## config.mk

```make
export PLATFORM = sky130hd
export DESIGN_NAME = hop_by_hop_router_alert_scan
export DESIGN_NICKNAME = d
export VERILOG_FILES = /design/src/rtl/core/hbh_pkg.sv /design/src/rtl/core/hbh_in_stage.sv /design/src/rtl/core/hbh_parser.sv /design/src/rtl/core/hop_by_hop_router_alert_scan.sv
export VERILOG_INCLUDE_DIRS = /design/src /design/src/rtl/core
export SDC_FILE = /design/constraint.sdc
export NUM_CORES = 1
export LEC_CHECK = 0
export ABC_AREA = 0
export BUFFER_PORTS_ARGS = -buffer_cell sky130_fd_sc_hd__buf_4
export CORE_ASPECT_RATIO = 0.75
export CORE_MARGIN = 5
export CORE_UTILIZATION = 40
export CTS_CLUSTER_DIAMETER = 120
export DETAILED_ROUTE_END_ITERATION = 8
export PLACE_DENSITY = 0.65
export SYNTH_ARGS = -nofsm -noshare
export SYNTH_HDL_FRONTEND = slang
export SYNTH_SLANG_ARGS = --single-unit
```

## constraint.sdc

```tcl
create_clock -name clk -period 2.8 [get_ports clk]
set_input_delay 0.14 -clock clk [delete_from_list [all_inputs] [get_ports clk]]
set_output_delay 0.14 -clock clk [all_outputs]
set_load 0.01 [all_outputs]
```

## src/rtl/core/assert_macros.svh

```systemverilog
// Assertion macros used by the top-level RTL file of the option scanner.
`ifndef ASSERT_MACROS_SVH
`define ASSERT_MACROS_SVH

// cond must never hold while out of reset
`define ASSERT_NEVER(label, clk, rst_n, cond) \
	label: assert property (@(posedge clk) disable iff (!rst_n) !(cond)) \
		else $error("assertion failed");

// a implies b in the same cycle
`define ASSERT_IMPLIES(label, clk, rst_n, a, b) \
	label: assert property (@(posedge clk) disable iff (!rst_n) (a) |-> (b)) \
		else $error("assertion failed");

// a implies b in the next cycle
`define ASSERT_NEXT(label, clk, rst_n, a, b) \
	label: assert property (@(posedge clk) disable iff (!rst_n) (a) |=> (b)) \
		else $error("assertion failed");

`endif

```

## src/rtl/core/hbh_pkg.sv

```systemverilog
// Types and constants of the hop-by-hop router alert scanner.
`default_nettype none

package hbh_pkg;

	// option codes and limits
	localparam logic [7:0] OPT_PAD1         = 8'd0;
	localparam logic [7:0] OPT_ROUTER_ALERT = 8'd5;
	localparam logic [7:0] ALERT_OPT_LEN    = 8'd2;
	localparam logic [2:0] MIN_AREA_BYTES   = 3'd6;

	// parser phase
	typedef enum logic [1:0] {
		PH_TYPE,
		PH_LEN,
		PH_SKIP,
		PH_DONE
	} hbh_phase_t;

	// one input word held in the input register
	typedef struct packed {
		logic [7:0] data;
		logic       last;
	} hbh_word_t;

	// flags reported at the end of an options area
	typedef struct packed {
		logic alert_found;
		logic truncated;
		logic area_too_short;
	} hbh_result_t;

endpackage

`default_nettype wire

```

## src/rtl/core/hbh_in_stage.sv

```systemverilog
// Input register stage: takes one option byte word per cycle while in_ready is high.
`default_nettype none

module hbh_in_stage (
	input  wire logic              clk,
	input  wire logic              arst_n,
	input  wire logic              in_valid,
	output logic                   in_ready,
	input  wire logic [7:0]        option_byte,
	input  wire logic              last_byte,
	input  wire logic              advance,
	output logic                   valid_s1,
	output hbh_pkg::hbh_word_t     word_s1
);
	import hbh_pkg::*;

	logic load;

	// stage is free when empty or being drained this cycle
	assign in_ready = !valid_s1 || advance;
	assign load     = in_valid && in_ready;

	always_ff @(posedge clk or negedge arst_n) begin
		if (!arst_n) begin
			valid_s1 <= 1'b0;
		end else if (load) begin
			valid_s1 <= 1'b1;
		end else if (advance) begin
			valid_s1 <= 1'b0;
		end
	end

	// payload, no reset needed
	always_ff @(posedge clk) begin
		if (load) begin
			word_s1.data <= option_byte;
			word_s1.last <= last_byte;
		end
	end

endmodule

`default_nettype wire

```

## src/rtl/core/hbh_parser.sv

```systemverilog
// TLV walk over the options area: parser state and end-of-area flags.
`default_nettype none

module hbh_parser (
	input  wire logic                clk,
	input  wire logic                arst_n,
	input  wire logic                advance,
	input  wire hbh_pkg::hbh_word_t  word_s1,
	output logic                     result_load,
	output hbh_pkg::hbh_result_t     result
);
	import hbh_pkg::*;

	hbh_phase_t phase_q, phase_d;
	logic [7:0] left_q, left_d;
	logic       is_alert_q, is_alert_d;
	logic       len_ok_q, len_ok_d;
	logic       first_zero_q, first_zero_d;
	logic       seen_alert_q, seen_alert_d;
	logic [2:0] count_q, count_d;
	logic       alert_hit;
	logic       short_area;
	logic       end_open;

	// second alert data byte closes a valid MLD alert
	assign alert_hit = is_alert_q && len_ok_q && (left_q == 8'd1) && first_zero_q
		&& (word_s1.data == 8'd0);

	// next phase
	always_comb begin
		phase_d = phase_q;
		unique case (phase_q)
			PH_TYPE: begin
				if (word_s1.data != OPT_PAD1) phase_d = PH_LEN;
			end
			PH_LEN: begin
				phase_d = (word_s1.data == 8'd0) ? PH_TYPE : PH_SKIP;
			end
			PH_SKIP: begin
				if (alert_hit) phase_d = PH_DONE;
				else if (left_q <= 8'd1) phase_d = PH_TYPE;
			end
			PH_DONE: begin
				phase_d = PH_DONE;
			end
			default: phase_d = PH_DONE;
		endcase
	end

	// option bookkeeping and flags
	always_comb begin
		left_d       = left_q;
		is_alert_d   = is_alert_q;
		len_ok_d     = len_ok_q;
		first_zero_d = first_zero_q;
		seen_alert_d = seen_alert_q;
		count_d      = (count_q < MIN_AREA_BYTES) ? count_q + 3'd1 : count_q;
		unique case (phase_q)
			PH_TYPE: begin
				if (word_s1.data != OPT_PAD1) is_alert_d = (word_s1.data == OPT_ROUTER_ALERT);
			end
			PH_LEN: begin
				left_d       = word_s1.data;
				len_ok_d     = (word_s1.data == ALERT_OPT_LEN);
				first_zero_d = 1'b0;
			end
			PH_SKIP: begin
				if (is_alert_q && len_ok_q && (left_q == 8'd2))
					first_zero_d = (word_s1.data == 8'd0);
				if (alert_hit) seen_alert_d = 1'b1;
				if (left_q != 8'd0) left_d = left_q - 8'd1;
			end
			default: begin
			end
		endcase
	end

	// report on the last byte
	assign short_area  = count_d < MIN_AREA_BYTES;
	assign end_open    = (phase_d == PH_LEN) || (phase_d == PH_SKIP);
	assign result_load = advance && word_s1.last;

	always_comb begin
		result.alert_found    = seen_alert_d && !short_area;
		result.truncated      = end_open && !short_area;
		result.area_too_short = short_area;
	end

	// state update; the last byte returns everything to reset
	always_ff @(posedge clk or negedge arst_n) begin
		if (!arst_n) begin
			phase_q      <= PH_TYPE;
			left_q       <= 8'd0;
			is_alert_q   <= 1'b0;
			len_ok_q     <= 1'b0;
			first_zero_q <= 1'b0;
			seen_alert_q <= 1'b0;
			count_q      <= 3'd0;
		end else if (advance) begin
			if (word_s1.last) begin
				phase_q      <= PH_TYPE;
				left_q       <= 8'd0;
				is_alert_q   <= 1'b0;
				len_ok_q     <= 1'b0;
				first_zero_q <= 1'b0;
				seen_alert_q <= 1'b0;
				count_q      <= 3'd0;
			end else begin
				phase_q      <= phase_d;
				left_q       <= left_d;
				is_alert_q   <= is_alert_d;
				len_ok_q     <= len_ok_d;
				first_zero_q <= first_zero_d;
				seen_alert_q <= seen_alert_d;
				count_q      <= count_d;
			end
		end
	end

endmodule

`default_nettype wire

```

## src/rtl/core/hop_by_hop_router_alert_scan.sv

```systemverilog
// IPv6 hop-by-hop option scanner for MLD router alerts.
// Input channel: one option byte per word (option_byte, last_byte), starting
// after the two-byte extension header, last_byte marking the end of the area.
// Output channel: one word per area (alert_found, truncated, area_too_short),
// produced for the word carrying last_byte and for no other.
// Throughput: one input word per cycle while in_ready is high. Each byte is
// registered, then walks the option state combinationally; the result is held
// in an output register, so a last byte passes the input register and then
// the output register before its result shows on out_valid.
// When the receiver stalls, the result register holds and the input register
// keeps taking bytes that produce no result; a last byte waits in the input
// register until the output register frees, and in_ready drops behind it.
// Reset clears the parser to the start of a new area and empties both registers.
// After each last byte the parser returns to its reset state by itself.
`default_nettype none

`include "assert_macros.svh"

module hop_by_hop_router_alert_scan (
	input  wire logic       clk,
	input  wire logic       arst_n,
	input  wire logic       in_valid,
	output logic            in_ready,
	input  wire logic [7:0] option_byte,
	input  wire logic       last_byte,
	output logic            out_valid,
	input  wire logic       out_ready,
	output logic            alert_found,
	output logic            truncated,
	output logic            area_too_short
);
	import hbh_pkg::*;

	logic        valid_s1;
	hbh_word_t   word_s1;
	logic        out_free;
	logic        advance;
	logic        result_load;
	hbh_result_t result;
	hbh_result_t result_q;

	// a byte moves on unless it is a last byte facing a full result register
	assign out_free = !out_valid || out_ready;
	assign advance  = valid_s1 && (!word_s1.last || out_free);

	hbh_in_stage u_in (
		.clk         (clk),
		.arst_n      (arst_n),
		.in_valid    (in_valid),
		.in_ready    (in_ready),
		.option_byte (option_byte),
		.last_byte   (last_byte),
		.advance     (advance),
		.valid_s1    (valid_s1),
		.word_s1     (word_s1)
	);

	hbh_parser u_parse (
		.clk         (clk),
		.arst_n      (arst_n),
		.advance     (advance),
		.word_s1     (word_s1),
		.result_load (result_load),
		.result      (result)
	);

	// output register
	always_ff @(posedge clk or negedge arst_n) begin
		if (!arst_n) begin
			out_valid <= 1'b0;
		end else if (result_load) begin
			out_valid <= 1'b1;
		end else if (out_ready) begin
			out_valid <= 1'b0;
		end
	end

	always_ff @(posedge clk) begin
		if (result_load) result_q <= result;
	end

	assign alert_found    = result_q.alert_found;
	assign truncated      = result_q.truncated;
	assign area_too_short = result_q.area_too_short;

	// checks
	`ASSERT_NEVER(a_short_no_alert, clk, arst_n, out_valid && alert_found && area_too_short)
	`ASSERT_NEVER(a_short_no_trunc, clk, arst_n, out_valid && truncated && area_too_short)
	`ASSERT_IMPLIES(a_stall_has_word, clk, arst_n, !in_ready, valid_s1 && word_s1.last)
	`ASSERT_NEXT(a_drain_empties, clk, arst_n, out_valid && out_ready && !result_load, !out_valid)

endmodule

`default_nettype wire

```

# Yosys cells after proc, flatten, opt, wreduce, memory -nomap -nowiden
# Cells that the tools add are included.
totals:
  register_bits: 31
  input_bits: 13
  word_cells: 88
op_classes:
  n_addsub: 2
  n_lt_le_gt_ge: 3
  n_eq_ne: 11
  muxes: 26
  n_reduce_logical: 32
ops:
  columns: ["cell", "count"]
  rows:
  - ["$eq A8 B2 Y1 const B", 2]
  - ["$mux W8", 2]
  - ["$pmux W8 S2", 1]
  - ["$reduce_bool A8 Y1", 2]
  - ["$mux W1", 14]
  - ["$logic_and A1 B1 Y1", 10]
  - ["$mux W2", 5]
  - ["$reduce_bool A2 Y1", 5]
  - ["$reduce_and A3 Y1", 3]
  - ["$eq A8 B1 Y1 const B", 1]
  - ["$eq A8 B3 Y1 const B", 1]
  - ["$le A8 B1 Y1 const B", 1]
  - ["$logic_not A8 Y1", 1]
  - ["$pmux W2 S4", 1]
  - ["$sub A8 B1 Y8 const B", 1]
  - ["$eq A2 B2 Y1 const B", 3]
  - ["$lt A3 B3 Y1 const B", 2]
  - ["$mux W3", 2]
  - ["$ne A3 B2 Y1 const B", 2]
  - ["$eq A2 B1 Y1 const B", 2]
  - ["$logic_not A1 Y1", 4]
  - ["$logic_or A1 B1 Y1", 4]
  - ["$add A3 B1 Y3 const B", 1]
  - ["$reduce_bool A3 Y1", 1]
  - ["3 further kinds", 3]

# Logic depth before layout (Yosys ltp)
# Gate-level depths: netlist of the first run.
depth:
  ltp_word: 9
  ltp_mapped: 6
  ltp_nobuf: 6

# By module
# Synthesis of the first run repeated with hierarchy kept, for this count alone.
hier_totals:
  cells_unflattened: 158
  hier_area_um2: 1715.4
modules_own_cells:
  columns: ["module", "n_inst", "cells_per_inst", "area_per_inst_um2", "seq_area_each_um2"]
  rows:
  - ["hbh_parser", 1, 138, 1248.7, 425.4]
  - ["hbh_in_stage", 1, 13, 324.1, 295.3]
  - ["hop_by_hop_router_alert_scan", 1, 7, 142.6, 115.1]

# Least setup slack after synthesis of the first run
# No wires, ideal clock.
synth_path:
  path_kind: "register to register"
  from: "register u_parse.left_q[0]"
  to: "register u_parse.left_q[6]"
  t_arrival_ns: 1.728
  t_required_ns: 2.676
  slack_ns: 0.948
  stages_incl_launch_ff: 6
  synth_period_minus_slack_ns: 1.852
  path_cell_list: "dfrtp_1 > inv_1 > ha_1 > or3b_2 > o311a_2 > a211o_1"
synth_between:
  elab_chain_len: 4
  elab_cells_between_ends: 7
synth_rtl:
  columns: ["item", "line", "text"]
  rows:
  - ["from (decl)", "hbh_parser.sv:15", "logic [7:0] left_q, left_d;"]
  - ["from (signal assigned)", "hbh_parser.sv:110", "left_q <= left_d;"]
  - ["$sub A8 B1 Y8", "hbh_parser.sv:71", "if (left_q != 8'd0) left_d = left_q - 8'd1;"]
  - ["$mux W8", "hbh_parser.sv:71", null]
  - ["$pmux W8 S2", "hbh_parser.sv:58", "unique case (phase_q)"]
  - ["$mux W8", "hbh_parser.sv:100", "if (word_s1.last) begin"]
# Several ways; a longest one is shown, not always the timed one. The select of a mux whose other input is x is not followed.
# A chain may end at the register's enable or synchronous reset.

# Final worst setup path of the first run
layout_path:
  from: "register u_parse.left_q[1]"
  to: "register u_parse.left_q[6]"
# Same word-level chain as after synthesis.

==> results of run 1 <==
per-layer routing:
layer	wire length [um]	vias up
li1	-	660
met1	1740	647
met2	1610	47
met3	280	5
met4	52	0
met5	0	-
through the flow:
| stage | setup WS, ns | instances |
|---|---|---|
| 5_1_grt | 0.717 | 241 |
| 6_report | 0.806 | 241 |
| 3_3_place_gp | 0.900 | 232 |
| 3_5_place_dp | 0.840 | 232 |
| 4_1_cts | 0.829 | 241 |
| 2_1_floorplan | 0.948 | 166 |
cell usage after synthesis, drive strengths merged (2+ instances only):
cell     n  area (um^2)
a21oi   12         60.1
clkbuf   4         15.0
nor4     6         58.8
nand3    5         25.0
or3b     2         17.5
nand2   13         51.3
a211o    6         53.8
edfxtp  12          360
nor3     3         15.0
and2     3         18.8
inv      7         26.3
a32o     3         30.0
and3     4         27.5
o311a    2         21.3
dfrtp   19          475
nor2b    4         25.0
a22oi    3         22.5
nand2b   7         43.8
nor2    11         41.3
o21ai    7         35.0
ha       4         50.1
nand3b   4         33.8
buf      3         15.0
report_power, final:
| group | internal, uW | switching [uW] |
|---|---|---|
| Clock | 287 | 162 |
| Sequential | 567 | 162 |
| Combinational | 280 | 333 |
| Total | 1130 | 656 |
layout make-up:
| type | count | area, um^2 | area share (%) |
|---|---|---|---|
| clock buffer | 6 | 82.6 | 4.09 |
| clock inverter | 2 | 35.0 | 1.73 |
| inverter | 7 | 26.3 | 1.30 |
| multi-input combinational | 121 | 826 | 40.9 |
| sequential | 31 | 836 | 41.4 |
| tap | 55 | 68.8 | 3.41 |
| timing repair buffer | 19 | 145 | 7.19 |
state kept, by name, summed over array words and instances, names as in the netlist, 2 cells and up:
register	count
u_parse.count_q	3
u_in.word_s1	9
u_parse.phase_q	2
u_parse.left_q	8
logic make-up after synthesis:
family | Yosys count | share of synthesized area, %
adders and majority gates | 4 | 2.91
and+or+nand+nor | 70 | 24.8
xor gates and xnor gates | 1 | 0.510
buffers and inverters | 14 | 3.28
DFF | 31 | 48.7
AOI/OAI and AO/OA | 44 | 18.6
muxes | 2 | 1.24
worst max-delay path by stage:
stage	from	to	slack, ns	depth (start not counted)
floorplan	u_parse.left_q[0]	u_parse.left_q[6]	0.95	5
global placement	u_parse.left_q[0]	u_parse.left_q[6]	0.90	5
detailed placement	u_parse.left_q[1]	u_parse.left_q[6]	0.84	5
CTS	u_parse.left_q[1]	u_parse.left_q[6]	0.83	5
global route	u_parse.left_q[1]	u_parse.left_q[6]	0.72	5
finish	u_parse.left_q[1]	u_parse.left_q[6]	0.81	5
==> impl_metrics.csv, run 1 <==
group,metric,value,unit
synthesis,syn-cell-area,0.00172,mm^2
place,place_hpwl,2690,um
floorplanning,floorplan.initialDensity,41.9,%
setup_path,required,2.97,ns
final_layout,fin_area,0.00202,mm^2
setup_path,cp.buffers_inverters,1,
floorplanning,floorplan.die.height,66.8,um
worst_hold_path,min_to,"u_in.word_s1[7]",
final_layout,layout_commonest_cell,"dfrtp_1",
sta,period_share,71.2,%
sta,grt_setup_unrepaired,"false",
global_route,grt_overflow_total,0,
synthesis,synth_nets,183,
sta,slew_violations,0,
floorplanning,core.rowCount,20,
global_route,gr-max-usage-layer,"met2",
global_route,grt_start_max_net_pins,20,
final_layout,fill_cells,390,
global_route,grt_pass1_vias,1322,
clocking,cts.sink_count,31,
setup_path,worstSetupPathType,"register to register",
setup_path,setup.worst_path.start_class,"register",
sta,setup_violators_final,0,
global_route,gr-usage-met3,5.69,%
synthesis,synth_warnings,0,
clocking,post_cts_resize_count,0,
final_layout,antennaDiodeCount,0,
final_layout,area.growth.synth_to_final,17.6,%
job,max_cap_viol_count,0,
clocking,clock_tree.buffer_depth,2,
global_route,groute.layer.met2.usage,22.7,%
setup_path,worstSetupEndpointType,"register",
routing,drc,0,
outcome,status,"finished clean",
clocking,cts_tree,"yes",
final_layout,fin_util,49.2,%
clocking,cts_setup_buffers,0,
setup_path,critical_path.max_fanout,7,
synthesis,synthesis.area_per_instance,10.3,um^2
sta,post-route-min-period,1.99,ns
clocking,post_cts_hold_buffer_count,1,
clocking,clkLatencyLatePin,0.28,ns
power,power_density,887,mW/mm^2
routing,dr.first_iter.drc_count,196,
routing,dr_total_vias,1359,
sta,setup_total_negative_slack,0,ns
sta,timing_worst_slew_pin_value,0.624,ns
setup_path,crit_family,"compound AO/OA/AOI/OAI gates",
floorplanning,num_ports,18,
synthesis,ys_types,53,
global_route,grt_pass1_wl,6560,um
clocking,cts-root-buf,"clkbuf_8",
synthesis,share_of_synthesized_registers_carrying_an_async_set_or_reset,61.3,%
place,globalplace.congestion,0.837,
routing,drt-vias-per-instance,5.64,
worst_hold_path,worstHoldPathType,"input pin to register",
sta,timing.final.hold_violations,0,
power,power.leakage,0.000882,uW
floorplanning,die_w,85.7,um
floorplanning,core_region_area,0.00410,mm^2
setup_path,worst_r2r_endpoint,"u_parse.left_q[6]",
power,report.power.total,1790,uW
sta,timing.slew.headroom,57.7,%
final_layout,drive_above_1_share,22.0,%
floorplanning,dieArea,0.00572,mm^2
global_route,met1_track_usage_gr,19.6,%
synthesis,synth_edf_count,12,
synthesis,ys.flop_type,"dfrtp_1",
setup_path,arrival,2.17,ns
global_route,track_usage,15.2,%
routing,antenna_left,0,
routing,firstDrtPassIters,4,
synthesis,ys_seq_area_share,48.7,%
clocking,cts.clk_slew.worst_paths,0.06,ns
clocking,htreeDepth,2,
setup_path,slowest_cell_on_the_critical_path,"or3b_2",
setup_path,crit_path_cell_trace,"inv_1 -> ha_1 -> or3b_2 -> o311a_2 -> a211o_1",
setup_path,rr_worst_depth,5,
final_layout,final_net_count,202,
place,dpl-instance-area,0.00189,mm^2
place,io_buffer_count,17,
power,vdd.ir_drop.worst,0.000404,V
synthesis,syn-instance-count,166,
sta,skew,0.00489,ns
global_route,grt_antenna_before_repair,0,
synthesis,yosys_register_bits,31,
setup_path,critical_path.max_stage_delay,0.50,ns
setup_path,crit-reg2reg-launch,"u_parse.left_q[1]",
worst_hold_path,min_path_cells,1,
sta,hold_slack_final,0.0292,ns
sta,fmaxAchievable,501,MHz
clocking,cts_buffers,5,
worst_hold_path,min_from,"option_byte[6]",
setup_path,timing.reg2reg.setup_slack,0.81,ns
final_layout,leading_cell_types_in_the_layout_fill_and_taps_excluded,"dfrtp_1, buf_4, nand2_1, a21oi_1, edfxtp_1",
routing,routedWlPerCell,15.3,um
routing,routed_wirelength,3680,um
No activity file was read; power rests on OpenSTA's default activity.
==> run 2, diff against run 1 <==
Settings changed: PLACE_DENSITY 0.65 to 0.67.
Clock period 2.8 ns to 1.7 ns, I/O delays scaled along.
==> run 2 against run 1 <==
Against the previous run:
- the run now ends with negative setup slack left
- setup slack worse by 0.81 ns
- critical path depth is 1 lower
- core utilization is 8.8 points higher
- register-to-register slack worse by 0.81 ns
- wire length is 27% higher
- via count is 15% higher
- non-clock buffer count is 37 higher
- global-route usage is 2.3 points higher
- critical path type unchanged
- largest power group is now combinational cells
==> impl_metrics.csv, run 2 (synthesis gave the netlist of run 1 again) <==
group,metric,value,unit
global_route,track_usage,17.5,%
routing,dr_total_vias,1563,
final_layout,drive_above_1_share,33.6,%
floorplanning,core_region_area,0.00410,mm^2
sta,timing.final.hold_violations,0,
sta,hold_slack_final,0.203,ns
sta,grt_setup_unrepaired,"true",
setup_path,setup.worst_path.start_class,"register",
routing,dr.first_iter.drc_count,177,
routing,antenna_left,0,
place,dpl-instance-area,0.00209,mm^2
floorplanning,floorplan.die.height,66.8,um
sta,timing_worst_slew_pin_value,0.382,ns
floorplanning,core.rowCount,20,
setup_path,crit_path_cell_trace,"nor4_4 -> nand3b_4 -> or4_4 -> a21oi_2",
sta,fin_ws,-0.000346,ns
sta,setup_violators_final,1,
floorplanning,dieArea,0.00572,mm^2
sta,skew,0.00828,ns
final_layout,fin_area,0.00238,mm^2
clocking,cts_buffers,5,
final_layout,final_net_count,239,
worst_hold_path,worstHoldPathType,"input pin to asynchronous set/reset pin",
clocking,cts.sink_count,31,
sta,timing.slew.headroom,74.3,%
setup_path,crit-reg2reg-launch,"u_in.word_s1[8]",
routing,routed_wirelength,4670,um
outcome,failed_checks,"negative setup slack",
setup_path,timing.reg2reg.setup_slack,-0.0003,ns
final_layout,antennaDiodeCount,0,
final_layout,regMostFlops,"u_in.word_s1",
global_route,grt_start_max_net_pins,20,
setup_path,worstSetupEndpointType,"register",
power,power_density,1370,mW/mm^2
sta,slew_violations,0,
sta,post-route-min-period,1.70,ns
final_layout,biggestRegsByFlops,"u_in.word_s1: 9 flops, u_parse.left_q: 8 flops, u_parse.count_q: 3 flops",
setup_path,arrival,1.86,ns
place,globalplace.congestion,0.909,
power,power.leakage,0.00107,uW
final_layout,layout_commonest_cell,"buf_4",
final_layout,fill_cells,354,
setup_path,worst_setup_path_endpoint,"alert_found",
setup_path,required,1.86,ns
floorplanning,die_w,85.7,um
clocking,cts-root-buf,"clkbuf_8",
final_layout,area.growth.synth_to_final,38.5,%
sta,fmaxAchievable,588,MHz
clocking,cts.clk_slew.worst_paths,0.07,ns
clocking,clock_tree.buffer_depth,2,
floorplanning,num_ports,18,
routing,routedWlPerCell,16.8,um
routing,drc,0,
place,io_buffer_count,17,
power,vdd.ir_drop.worst,0.000801,V
sta,period_share,100,%
final_layout,leading_cell_types_in_the_layout_fill_and_taps_excluded,"buf_4, dfrtp_1, nand2_1, edfxtp_1, dlygate4sd3_1",
setup_path,slowest_cell_on_the_critical_path,"or4_4",
clocking,cts_tree,"yes",
routing,drt-vias-per-instance,5.62,
final_layout,largest_register_ffs,9,
place,place_hpwl,3240,um
setup_path,worstSetupPathType,"register to register",
outcome,status,"finished with violations",
clocking,clkLatencyLatePin,0.29,ns
setup_path,critical_path.max_stage_delay,0.49,ns
global_route,grt_pass1_vias,1562,
setup_path,rr_worst_depth,4,
floorplanning,floorplan.initialDensity,41.9,%
setup_path,critical_path.max_fanout,2,
routing,firstDrtPassIters,4,
global_route,grt_pass1_wl,7520,um
setup_path,crit_start,"u_in.word_s1[8]",
global_route,grt_overflow_total,0,
job,max_cap_viol_count,0,
clocking,htreeDepth,2,
global_route,grt_antenna_before_repair,0,
setup_path,worst_r2r_endpoint,"alert_found",
[run 2: changes by cell type in the layout (fill, tap and decap cells not counted), moves of 2 or more]
cell | previous run | this run
buf_4 | 18 | 43
inv_1 | 7 | 5
a21oi_1 | 12 | 10
a21oi_2 | 0 | 2
inv_2 | 0 | 2
dlygate4sd3_1 | 1 | 12
[run 2: metrics by stage]
step	setup TNS [ns]	total power (uW)	util, %	worst slack [ns]	instances
final	-0.000346	3260	58.0	-0.000346	278
after floorplan	-0.0319	1960	-	-0.0272	166
after global routing	-0.284	3450	58.0	-0.0613	278
after detailed placement	-0.189	2540	50.9	-0.0539	256
after CTS	0	3180	57.1	0.0191	277
after global placement	0	2490	50.9	0.00581	256
[run 2: worst max-delay path: cells and delay by family (launching register included)]
family             cells  cell delay (ns)
DFF                    1             0.44
AOI/OAI and AO/OA      1             0.13
and+or+nand+nor        3             0.99
[run 2: where the power goes]
group | switching (uW) | internal (uW) | total [uW]
clock network | 281 | 281 | 562
registers | 168 | 936 | 1100
logic | 803 | 790 | 1590
[run 2: routing by layer]
layer  vias up  global-route usage, %  part of all wire, %
met1       745                   23.0                   45
met2        66                   27.0                   44
li1        739                      -                    -
met4         0                   7.31                  1.9
met3        13                   4.94                  8.5
met5         -                      0                    0
[run 2: layout make-up]
class | count | area, um^2 | area share (%)
Clock buffer | 6 | 72.6 | 3.05
Inverter | 7 | 26.3 | 1.10
Sequential cell | 31 | 836 | 35.1
Clock inverter | 2 | 8.76 | 0.368
Timing Repair Buffer | 56 | 454 | 19.1
Multi-Input combinational cell | 121 | 913 | 38.4
Tap cell | 55 | 68.8 | 2.89
[run 2: repair_timing]
action | CTS | global route
setup endpoints to repair | 7 | 11
endpoints found under the hold margin | 30 | 0
buffers inserted | 1 | 1
gates resized for setup | 9 | 5
hold buffers | 12 | 0
pin swaps | 1 | 8
[run 2: how the worst min path moves through the flow]
| stage | to | slack [ns] |
|---|---|---|
| 3_5_place_dp | u_parse.left_q[6] | -0.01 |
| 4_1_cts | u_parse.left_q[6] | 0.21 |
| 5_1_grt | u_parse.left_q[7] | 0.24 |
| 6_report | u_parse.left_q[6] | 0.20 |
| 3_3_place_gp | u_parse.left_q[6] | -0.02 |
| 2_1_floorplan | out_valid | -0.21 |
